--- config.mk ---
export PLATFORM = sky130hd
export DESIGN_NAME = pixel_art_2x_upscaler
export DESIGN_NICKNAME = d
export VERILOG_FILES = /design/src/hw/rtl/upx_pkg.sv /design/src/hw/rtl/upx_cmp.sv /design/src/hw/rtl/upx_decide.sv /design/src/hw/rtl/upx_blend.sv /design/src/hw/rtl/pixel_art_2x_upscaler.sv
export SDC_FILE = /design/constraint.sdc
export NUM_CORES = 1
export LEC_CHECK = 0
export BUFFER_PORTS_ARGS = -buffer_cell sky130_fd_sc_hd__buf_2
export CAP_MARGIN = 10
export CORE_ASPECT_RATIO = 1.1
export CORE_MARGIN = 8
export CORE_UTILIZATION = 59
export CTS_BUF_LIST = sky130_fd_sc_hd__clkbuf_4 sky130_fd_sc_hd__clkbuf_8 sky130_fd_sc_hd__clkbuf_16
export DETAILED_ROUTE_END_ITERATION = 10
export PLACE_DENSITY = 0.85
export SKIP_CTS_REPAIR_TIMING = 1
export SLEW_MARGIN = 20
export SYNTH_ARGS = -nofsm -noshare
export SYNTH_HDL_FRONTEND = slang
export SYNTH_SLANG_ARGS = --single-unit
--- constraint.sdc ---
create_clock -name i_clk -period 4.18 [get_ports i_clk]
set_clock_uncertainty 0.15 [all_clocks]
set_input_delay 0.209 -clock i_clk [delete_from_list [all_inputs] [get_ports i_clk]]
set_output_delay 0.209 -clock i_clk [all_outputs]
set_load 0.02 [all_outputs]
--- src/hw/rtl/upx_pkg.sv ---
// ----------------------------------------------------------------------------
// upx_pkg
// Shared types and constants for the 2x pixel-art upscaler.
// ----------------------------------------------------------------------------
package upx_pkg;

    localparam logic [15:0] MASK_565 = 16'hF7DE;
    localparam logic [15:0] MASK_555 = 16'h7BDE;

    typedef logic [15:0] t_pix;

    typedef struct packed {
        t_pix pix_up_left;
        t_pix pix_up;
        t_pix pix_up_right;
        t_pix pix_left;
        t_pix pix_center;
        t_pix pix_right;
        t_pix pix_down_left;
        t_pix pix_down;
        t_pix pix_down_right;
    } t_pix_in;

    typedef struct packed {
        t_pix out_top_left;
        t_pix out_top_right;
        t_pix out_bottom_left;
        t_pix out_bottom_right;
    } t_pix_out;

    // pixels still needed after the compare stage
    typedef struct packed {
        t_pix e;
        t_pix b;
        t_pix d;
        t_pix h;
    } t_pix_keep;

    // neighbour equality flags, a..i in raster order of the 3x3 window
    typedef struct packed {
        logic ab, ad, ae, af, ah;
        logic bc, bd, be, bf, bg, bh, bi;
        logic cd, ce, cf, ch;
        logic de, df, dg, dh, di;
        logic ef, eg, ei;
        logic fg, fh, fi;
        logic gh, hi;
    } t_eq;

    typedef enum logic [2:0] {
        SEL_E    = 3'd0,
        SEL_H    = 3'd1,
        SEL_BL_B = 3'd2,
        SEL_BL_H = 3'd3,
        SEL_BL_D = 3'd4
    } t_sel;

    typedef struct packed {
        t_sel q0;
        t_sel q1;
        t_sel q2;
        t_sel q3;
    } t_sel_set;

endpackage

--- src/hw/rtl/upx_cmp.sv ---
// ----------------------------------------------------------------------------
// upx_cmp
// Stage 1: equality tests across the 3x3 neighbourhood.
// ----------------------------------------------------------------------------
module upx_cmp import upx_pkg::*; (
    input  logic      i_clk,
    input  logic      i_rst_n,
    input  logic      i_valid,
    input  t_pix_in   i_pix,
    output logic      o_valid,
    output t_eq       o_eq,
    output t_pix_keep o_pix
);

    t_pix a, b, c, d, e, f, g, h, i;
    t_eq  n_eq;
    t_pix_keep n_pix;
    logic r_valid;
    t_eq  r_eq;
    t_pix_keep r_pix;

    always_comb begin
        a = i_pix.pix_up_left;
        b = i_pix.pix_up;
        c = i_pix.pix_up_right;
        d = i_pix.pix_left;
        e = i_pix.pix_center;
        f = i_pix.pix_right;
        g = i_pix.pix_down_left;
        h = i_pix.pix_down;
        i = i_pix.pix_down_right;

        n_eq.ab = (a == b);
        n_eq.ad = (a == d);
        n_eq.ae = (a == e);
        n_eq.af = (a == f);
        n_eq.ah = (a == h);
        n_eq.bc = (b == c);
        n_eq.bd = (b == d);
        n_eq.be = (b == e);
        n_eq.bf = (b == f);
        n_eq.bg = (b == g);
        n_eq.bh = (b == h);
        n_eq.bi = (b == i);
        n_eq.cd = (c == d);
        n_eq.ce = (c == e);
        n_eq.cf = (c == f);
        n_eq.ch = (c == h);
        n_eq.de = (d == e);
        n_eq.df = (d == f);
        n_eq.dg = (d == g);
        n_eq.dh = (d == h);
        n_eq.di = (d == i);
        n_eq.ef = (e == f);
        n_eq.eg = (e == g);
        n_eq.ei = (e == i);
        n_eq.fg = (f == g);
        n_eq.fh = (f == h);
        n_eq.fi = (f == i);
        n_eq.gh = (g == h);
        n_eq.hi = (h == i);

        n_pix.e = e;
        n_pix.b = b;
        n_pix.d = d;
        n_pix.h = h;
    end

    always_ff @(posedge i_clk) begin
        if (!i_rst_n) begin
            r_valid <= 1'b0;
        end else begin
            r_valid <= i_valid;
        end
    end

    always_ff @(posedge i_clk) begin
        if (i_valid) begin
            r_eq  <= n_eq;
            r_pix <= n_pix;
        end
    end

    assign o_valid = r_valid;
    assign o_eq    = r_eq;
    assign o_pix   = r_pix;

endmodule

--- src/hw/rtl/upx_decide.sv ---
// ----------------------------------------------------------------------------
// upx_decide
// Stage 2: edge classification, picks a source for each output pixel.
// ----------------------------------------------------------------------------
module upx_decide import upx_pkg::*; (
    input  logic      i_clk,
    input  logic      i_rst_n,
    input  logic      i_valid,
    input  t_eq       i_eq,
    input  t_pix_keep i_pix,
    output logic      o_valid,
    output t_sel_set  o_sel,
    output t_pix_keep o_pix
);

    logic hz1, hz2, diag, four;
    logic u0, u1, l2, l3;
    t_sel_set n_sel;
    logic r_valid;
    t_sel_set r_sel;
    t_pix_keep r_pix;

    always_comb begin
        hz1 = !i_eq.df && !i_eq.de && i_eq.dh && i_eq.di && !i_eq.eg
            && (!i_eq.dg || !i_eq.ef || !i_eq.ad)
            && !(i_eq.ad && i_eq.dg && i_eq.be && i_eq.ef);
        hz2 = !i_eq.df && !i_eq.ef && i_eq.fh && i_eq.fg && !i_eq.ei
            && (!i_eq.fi || !i_eq.de || !i_eq.cf)
            && !(i_eq.cf && i_eq.fi && i_eq.be && i_eq.de);

        diag = !i_eq.bh && !i_eq.df;
        four = i_eq.bd && i_eq.df && i_eq.dh && !i_eq.de;

        u0 = i_eq.bd && !i_eq.de
            && !(i_eq.ef && ((i_eq.ae && i_eq.bc)
                 || (i_eq.ad && i_eq.cd && !i_eq.dg && !i_eq.eg)))
            && !(i_eq.ab && i_eq.bg);
        u1 = i_eq.bf && !i_eq.ef
            && !(i_eq.de && ((i_eq.ce && i_eq.ab)
                 || (i_eq.af && i_eq.cf && !i_eq.fi && !i_eq.ei)))
            && !(i_eq.bc && i_eq.bi);
        l2 = i_eq.dh && (!i_eq.eg || !i_eq.de || (!i_eq.ef && i_eq.fi))
            && !(i_eq.ef && ((i_eq.eg && i_eq.hi)
                 || (i_eq.dg && i_eq.di && !i_eq.ad && !i_eq.ae)))
            && !(i_eq.gh && i_eq.ah);
        l3 = i_eq.fh && (!i_eq.ei || !i_eq.ef)
            && !(i_eq.de && ((i_eq.ei && i_eq.gh)
                 || (i_eq.fg && i_eq.fi && !i_eq.cf && !i_eq.ei)))
            && !(i_eq.hi && i_eq.ch);

        n_sel.q0 = SEL_E;
        n_sel.q1 = SEL_E;
        n_sel.q2 = SEL_E;
        n_sel.q3 = SEL_E;

        priority if (hz1) begin
            n_sel.q2 = SEL_H;
            n_sel.q3 = SEL_BL_H;
        end else if (hz2) begin
            n_sel.q2 = SEL_BL_H;
            n_sel.q3 = SEL_H;
        end else if (diag) begin
            if (u0) begin
                n_sel.q0 = SEL_BL_B;
            end else if (u1) begin
                n_sel.q1 = SEL_BL_B;
            end
            if (l2) begin
                n_sel.q2 = SEL_BL_H;
            end else if (l3) begin
                n_sel.q3 = SEL_BL_H;
            end
        end else if (four) begin
            if (i_eq.dg || i_eq.cd) begin
                n_sel.q1 = SEL_BL_D;
                n_sel.q2 = SEL_BL_D;
            end
            if (i_eq.ad || i_eq.di) begin
                n_sel.q0 = SEL_BL_D;
                n_sel.q3 = SEL_BL_D;
            end
        end else begin
            n_sel.q0 = SEL_E;
        end
    end

    always_ff @(posedge i_clk) begin
        if (!i_rst_n) begin
            r_valid <= 1'b0;
        end else begin
            r_valid <= i_valid;
        end
    end

    always_ff @(posedge i_clk) begin
        if (i_valid) begin
            r_sel <= n_sel;
            r_pix <= i_pix;
        end
    end

    assign o_valid = r_valid;
    assign o_sel   = r_sel;
    assign o_pix   = r_pix;

endmodule

--- src/hw/rtl/upx_blend.sv ---
// ----------------------------------------------------------------------------
// upx_blend
// Stage 3: half-blends and output pixel selection into the result register.
// ----------------------------------------------------------------------------
module upx_blend import upx_pkg::*; (
    input  logic      i_clk,
    input  logic      i_rst_n,
    input  logic      i_valid,
    input  t_sel_set  i_sel,
    input  t_pix_keep i_pix,
    input  logic      i_format_565,
    output logic      o_valid,
    output t_pix_out  o_out
);

    t_pix mask;
    t_pix bl_b, bl_h, bl_d;
    t_pix_out n_out;
    logic r_valid;
    t_pix_out r_out;

    function automatic t_pix pick(input t_sel sel, input t_pix e, input t_pix h,
                                  input t_pix bb, input t_pix bh, input t_pix bd);
        t_pix res;
        unique case (sel)
            SEL_E:    res = e;
            SEL_H:    res = h;
            SEL_BL_B: res = bb;
            SEL_BL_H: res = bh;
            SEL_BL_D: res = bd;
            default:  res = e;
        endcase
        return res;
    endfunction

    always_comb begin
        mask = i_format_565 ? MASK_565 : MASK_555;
        bl_b = ((i_pix.e & mask) >> 1) + ((i_pix.b & mask) >> 1);
        bl_h = ((i_pix.e & mask) >> 1) + ((i_pix.h & mask) >> 1);
        bl_d = ((i_pix.e & mask) >> 1) + ((i_pix.d & mask) >> 1);

        n_out.out_top_left     = pick(i_sel.q0, i_pix.e, i_pix.h, bl_b, bl_h, bl_d);
        n_out.out_top_right    = pick(i_sel.q1, i_pix.e, i_pix.h, bl_b, bl_h, bl_d);
        n_out.out_bottom_left  = pick(i_sel.q2, i_pix.e, i_pix.h, bl_b, bl_h, bl_d);
        n_out.out_bottom_right = pick(i_sel.q3, i_pix.e, i_pix.h, bl_b, bl_h, bl_d);
    end

    always_ff @(posedge i_clk) begin
        if (!i_rst_n) begin
            r_valid <= 1'b0;
        end else begin
            r_valid <= i_valid;
        end
    end

    always_ff @(posedge i_clk) begin
        if (i_valid) begin
            r_out <= n_out;
        end
    end

    assign o_valid = r_valid;
    assign o_out   = r_out;

endmodule

--- src/hw/rtl/pixel_art_2x_upscaler.sv ---
// ----------------------------------------------------------------------------
// pixel_art_2x_upscaler
// 2x edge-aware upscaler for 16-bit RGB565/RGB555 pixel windows.
// ----------------------------------------------------------------------------
// Accepts one 3x3 source window per clock; busy is never raised. Each
// transaction produces one 2x2 output block on o_result, registered by each
// stage, qualified by o_result_valid for a single cycle. The three stages are
// neighbour compares, edge classification, and blend/select. The receiver
// cannot stall, so results must be captured when the strobe is high. The
// format register is written through the cfg channel, which is always ready.
// ----------------------------------------------------------------------------
module pixel_art_2x_upscaler import upx_pkg::*; (
    input  logic     i_clk,
    input  logic     i_rst_n,
    input  logic     start,
    output logic     busy,
    input  t_pix_in  i_pix,
    output logic     o_result_valid,
    output t_pix_out o_result,
    input  logic     i_cfg_valid,
    output logic     o_cfg_ready,
    input  logic     i_cfg_data
);

    logic      r_format_565;
    logic      in_accept;
    logic      s1_valid, s2_valid;
    t_eq       s1_eq;
    t_pix_keep s1_pix, s2_pix;
    t_sel_set  s2_sel;

    assign busy        = 1'b0;
    assign o_cfg_ready = 1'b1;
    assign in_accept   = start && !busy;

    always_ff @(posedge i_clk) begin
        if (!i_rst_n) begin
            r_format_565 <= 1'b1;
        end else if (i_cfg_valid && o_cfg_ready) begin
            r_format_565 <= i_cfg_data;
        end
    end

    upx_cmp u_cmp (
        .i_clk   (i_clk),
        .i_rst_n (i_rst_n),
        .i_valid (in_accept),
        .i_pix   (i_pix),
        .o_valid (s1_valid),
        .o_eq    (s1_eq),
        .o_pix   (s1_pix)
    );

    upx_decide u_decide (
        .i_clk   (i_clk),
        .i_rst_n (i_rst_n),
        .i_valid (s1_valid),
        .i_eq    (s1_eq),
        .i_pix   (s1_pix),
        .o_valid (s2_valid),
        .o_sel   (s2_sel),
        .o_pix   (s2_pix)
    );

    upx_blend u_blend (
        .i_clk        (i_clk),
        .i_rst_n      (i_rst_n),
        .i_valid      (s2_valid),
        .i_sel        (s2_sel),
        .i_pix        (s2_pix),
        .i_format_565 (r_format_565),
        .o_valid      (o_result_valid),
        .o_out        (o_result)
    );

endmodule
======== Yosys cells after proc, flatten, opt, wreduce, memory -nomap -nowiden ========
Index checks and enable logic that the tools add are counted.
word-level totals
  output and inout bits ................... 67
  latch bits .............................. 0
  bits in read-only memories .............. 0
  bits in registers ....................... 237
  RAM bits ................................ 0
  logic and storage cells ................. 214
  memories ................................ 0
operators by class
  magnitude comparators ................... 0
  reduce and logical (&&, ||, !) cells .... 94
  div/mod/pow operators ................... 0
  $mul .................................... 0
  equal/unequal tests ..................... 45
  shift-type cells ........................ 0
  add/subtract/negate cells ............... 3
  mux-type cells .......................... 17
  bitwise logic cells ..................... 4
operator list
  cell                  number
  $eq A16 B16 Y1        29
  $pmux W16 S4          4
  $and A16 B16 Y16      4
  $logic_and A1 B1 Y1   59
  $add A15 B15 Y16      3
  $eq A3 B2 Y1 const B  8
  $logic_not A1 Y1      21
  $mux W16              1
  $logic_or A1 B1 Y1    13
  $eq A3 B1 Y1 const B  4
  $eq A3 B3 Y1 const B  4
  $mux W12              1
  $mux W3               4
  $mux W9               1
  $mux W2               4
  $mux W6               1
  $mux W5               1
  $reduce_or A2 Y1      1

======== Logic depth before layout (Yosys ltp) ========
  word-level depth ........................ 12
  depth in mapped cells ................... 13
  mapped depth without buffers ............ 10

======== By module ========
Synthesis repeated with hierarchy kept, for this count alone.
unflattened totals
  cells, all modules ...................... 1784
  area total of the unflattened synthesis .. 18285.0 um^2
modules (own cells, without submodules)
  module                 cells an instance  seq. area each (um^2)  area each (um^2)  instances
  upx_cmp                848                2812.7                 8983.6            1
  upx_blend              807                1941.9                 6740.2            1
  upx_decide             122                2212.1                 2504.9            1
  pixel_art_2x_upscaler  7                  20.0                   56.3              1

======== Least setup slack after synthesis ========
No wires, ideal clock.
  kind .................................... reg-to-reg
  start ................................... reg r_format_565
  end ..................................... reg u_blend.r_out, in the netlist u_blend.o_out[14] (data pin)
  arrival ................................. 2.773 ns
  period minus slack after synthesis ...... 3.186 ns
  stages on the path, launching flop included .. 13
  buffers on the path ..................... 3
  slack ................................... 0.994 ns
  setup time .............................. 0.264 ns
  required time ........................... 3.766 ns
  path through ............................ dfxtp_1 -> clkbuf_1 -> clkbuf_1 -> clkbuf_1 -> and2_1 -> ha_1 -> a21oi_1 -> nor4_1 -> a2111oi_2 -> mux2i_1 -> nand2_1 -> a221oi_1 -> nand2_1
RTL lines
  element                   RTL line                     source
  start: declaration        pixel_art_2x_upscaler.sv:25  logic r_format_565;
  start signal: assignment  pixel_art_2x_upscaler.sv:40  r_format_565 <= i_cfg_data;
  end signal: assignment    upx_blend.sv:58              r_out <= n_out;
  end: declaration          upx_blend.sv:20              t_pix_out r_out;

==> results.sh <==
export IMPL_vias_per_cell=6.53
export IMPL_drv_cap=0
export IMPL_finalHoldViolCount=0
export IMPL_port_buffer_count=213
export IMPL_synth_area_leader_cell="edfxtp_1"
export IMPL_worstSkewPairLatency_ns=0.51
export IMPL_synth_area_um2=16300
export IMPL_synthFlopType="edfxtp_1"
export IMPL_drc_errors=0
export IMPL_antenna_found_initial=0
export IMPL_rsz0062_at_grt="no"
export IMPL_boundaryPins=216
export IMPL_start_kind="flip-flop"
export IMPL_crit_buf_inv=0
export IMPL_reg2reg_slack_ns=0.84
export IMPL_layout_common_cells="473 x xnor2_1, 221 x edfxtp_1, 212 x buf_2, 113 x nand4_1, 84 x nand2_1"
export IMPL_rows=63
export IMPL_p_leak_nw=6.19
export IMPL_worst_r2r_path_depth=9
export IMPL_r2r_end="u_blend.o_out[14]"
export IMPL_core_um2=27000
export IMPL_drv_slew=0
export IMPL_yosysTopAreaCellShare_pct=40.8
export IMPL_antennaDiodeCount=0
export IMPL_clockBufferDepth=3
export IMPL_setup_tns_ns=0
export IMPL_ys_types=63
export IMPL_cts_sinks=225
export IMPL_path_cells="and2_1 -> ha_1 -> a21oi_1 -> nor4_1 -> a2111oi_2 -> mux2i_1 -> nand2_1 -> a221oi_1 -> nand2_1"
export IMPL_synth_edf_count=221
export IMPL_slew_limit_headroom_pct=32.0
export IMPL_drt_wl_total_um=58300
export IMPL_place_area_um2=17200
export IMPL_die_x_um=174
export IMPL_peakVddDrop_mv=0.267
export IMPL_wl_per_cell_um=27.9
export IMPL_crit_arrival_ns=3.44
export IMPL_critPathSlowestCell="edfxtp_1"
export IMPL_grt_usage_pct=34.0
export IMPL_critPathMaxFanout=13
export IMPL_hold_ws_ns=0.00491
export IMPL_vias=13700
export IMPL_critPathCaptureType="flip-flop"
export IMPL_grt_pass1_wl_um=85100
export IMPL_status="finished clean"
export IMPL_finalSetupViolations=0
export IMPL_tritoncts="built"
export IMPL_grt_max_degree=65
export IMPL_synthArstFlopShare_pct=0
export IMPL_final_area_um2=18100
export IMPL_die_area_um2=33100
export IMPL_ys_seq_area_share_pct=41.3
export IMPL_grt_pass1_vias=13400
export IMPL_critical_path_class="flip-flop to flip-flop"
export IMPL_cts_clk_slew_worst_paths_ns=0.06
export IMPL_start_util_pct=60.1
export IMPL_r2r_start="u_decide.o_pix[58]"
export IMPL_final_common_cell="xnor2_1"
export IMPL_synth_fp_nets=1826
export IMPL_hold_end="u_cmp.o_pix[62]"
export IMPL_final_antenna_net_count=0
export IMPL_powerDensity_nw_per_um2=353
export IMPL_fmax_mhz=299
export IMPL_overflow=0
export IMPL_cpLargestDelayFamily="compound AO/OA/AOI/OAI gates"
export IMPL_whs_path_depth=1
export IMPL_fin_crit_ns=3.34
export IMPL_yosysWarnings=0
export IMPL_hold_start="i_pix[78]"
export IMPL_tightest_slew_ns=1.02
export IMPL_cts_buffers=21
export IMPL_holdCritPathClass="primary input to flip-flop"
export IMPL_first_iter_violations=1578
export IMPL_die_h_um=190
export IMPL_ctsHtreeMaxLevel=1
export IMPL_syn2layout_area_growth_pct=11.7
export IMPL_ys_ff_latch=225
export IMPL_netlist_instances=1626
export IMPL_avgSynthCellArea_um2=10.0
export IMPL_first_pass_iters=5
export IMPL_cp_data_required_time_ns=4.28
export IMPL_hpwl_um=42500
export IMPL_crit_top_cell="nand2_1"
export IMPL_nets=1920
export IMPL_min_period_over_period_pct=80.0
export IMPL_synth_area_top_cells="edfxtp_1 41%, xnor2_1 25%, nand4_1 4.3%"
export IMPL_gp_congestion=1.08
export IMPL_drive_gt1_share_pct=15.8
export IMPL_root_buffer="clkbuf_16"
export IMPL_slowest_delay_ns=0.59
[Yosys cell counts (all sizes together) (29+ instances only)]
cell,count
xnor2,473
edfxtp,221
clkbuf,138
nand4,113
nand2,84
o21ai,70
a21oi,61
nor2,58
buf,47
ha,45
nor4,31
a22oi,29
o22ai,29
[stage by stage]
stage	cells	utilization (%)	power, mW	setup WS [ns]
floorplan	1626	-	3.95	0.994
global placement	2026	63.5	4.42	0.992
detailed placement	2026	63.5	4.45	0.884
CTS	2063	66.1	6.35	0.872
global route	2091	67.1	6.62	0.616
finish	2091	67.1	6.41	0.836
[worst max path at each step]
stage,start,end,slack [ns],depth (start not counted)
detailed placement,u_decide.o_pix[58],u_blend.o_out[14],0.88,9
floorplan,r_format_565,u_blend.o_out[14],0.99,12
finish,u_decide.o_pix[58],u_blend.o_out[14],0.84,9
CTS,u_decide.o_pix[58],u_blend.o_out[14],0.87,9
global placement,u_decide.o_pix[58],u_blend.o_out[14],0.99,9
global route,u_decide.o_pix[58],u_blend.o_out[14],0.62,9
[final cells by class]
type / instances / area (µm²)
inverter: 31 / 116
timing repair buffer: 256 / 1460
tap: 357 / 447
fill: 2142 / 8890
clock buffer: 22 / 533
multi-input combinational: 1185 / 8710
sequential: 225 / 6720
clock inverter: 15 / 161
[power by group]
part | internal, mW | switching, mW
clock | 1.12 | 0.809
combinational | 0.676 | 1.04
sequential | 2.65 | 0.112
total | 4.45 | 1.96
[flip-flops by register name, summed over array words and instances (netlist names)]
signal	flops
u_decide.o_pix	60
u_decide.o_sel	9
u_decide.o_valid	1
u_cmp.o_valid	1
u_blend.o_valid	1
r_format_565	1
u_blend.o_out	64
u_cmp.o_eq	28
u_cmp.o_pix	60
[cell families (layout without fill, tap and decap cells)]
group / count (synthesis) / after routing / share of synthesized area [%]
compound gates: 273 / 273 / 10.8
xor+xnor: 481 / 481 / 25.9
fa+ha+maj: 52 / 52 / 4.26
buf+inv: 216 / 324 / 5.09
flops: 225 / 225 / 41.3
mux: 13 / 13 / 0.816
other cells: 2 / 2 / 0.0462
simple gates: 364 / 364 / 11.7
[layer usage]
metal	share of wire, %	vias up	global-route usage [%]
li1	-	5934	-
met5	0	-	0
met3	11	273	6.58
met2	46	1013	56.2
met1	35	6435	40.3
met4	7.6	0	21.9
(Power assumes the default switching activity.)
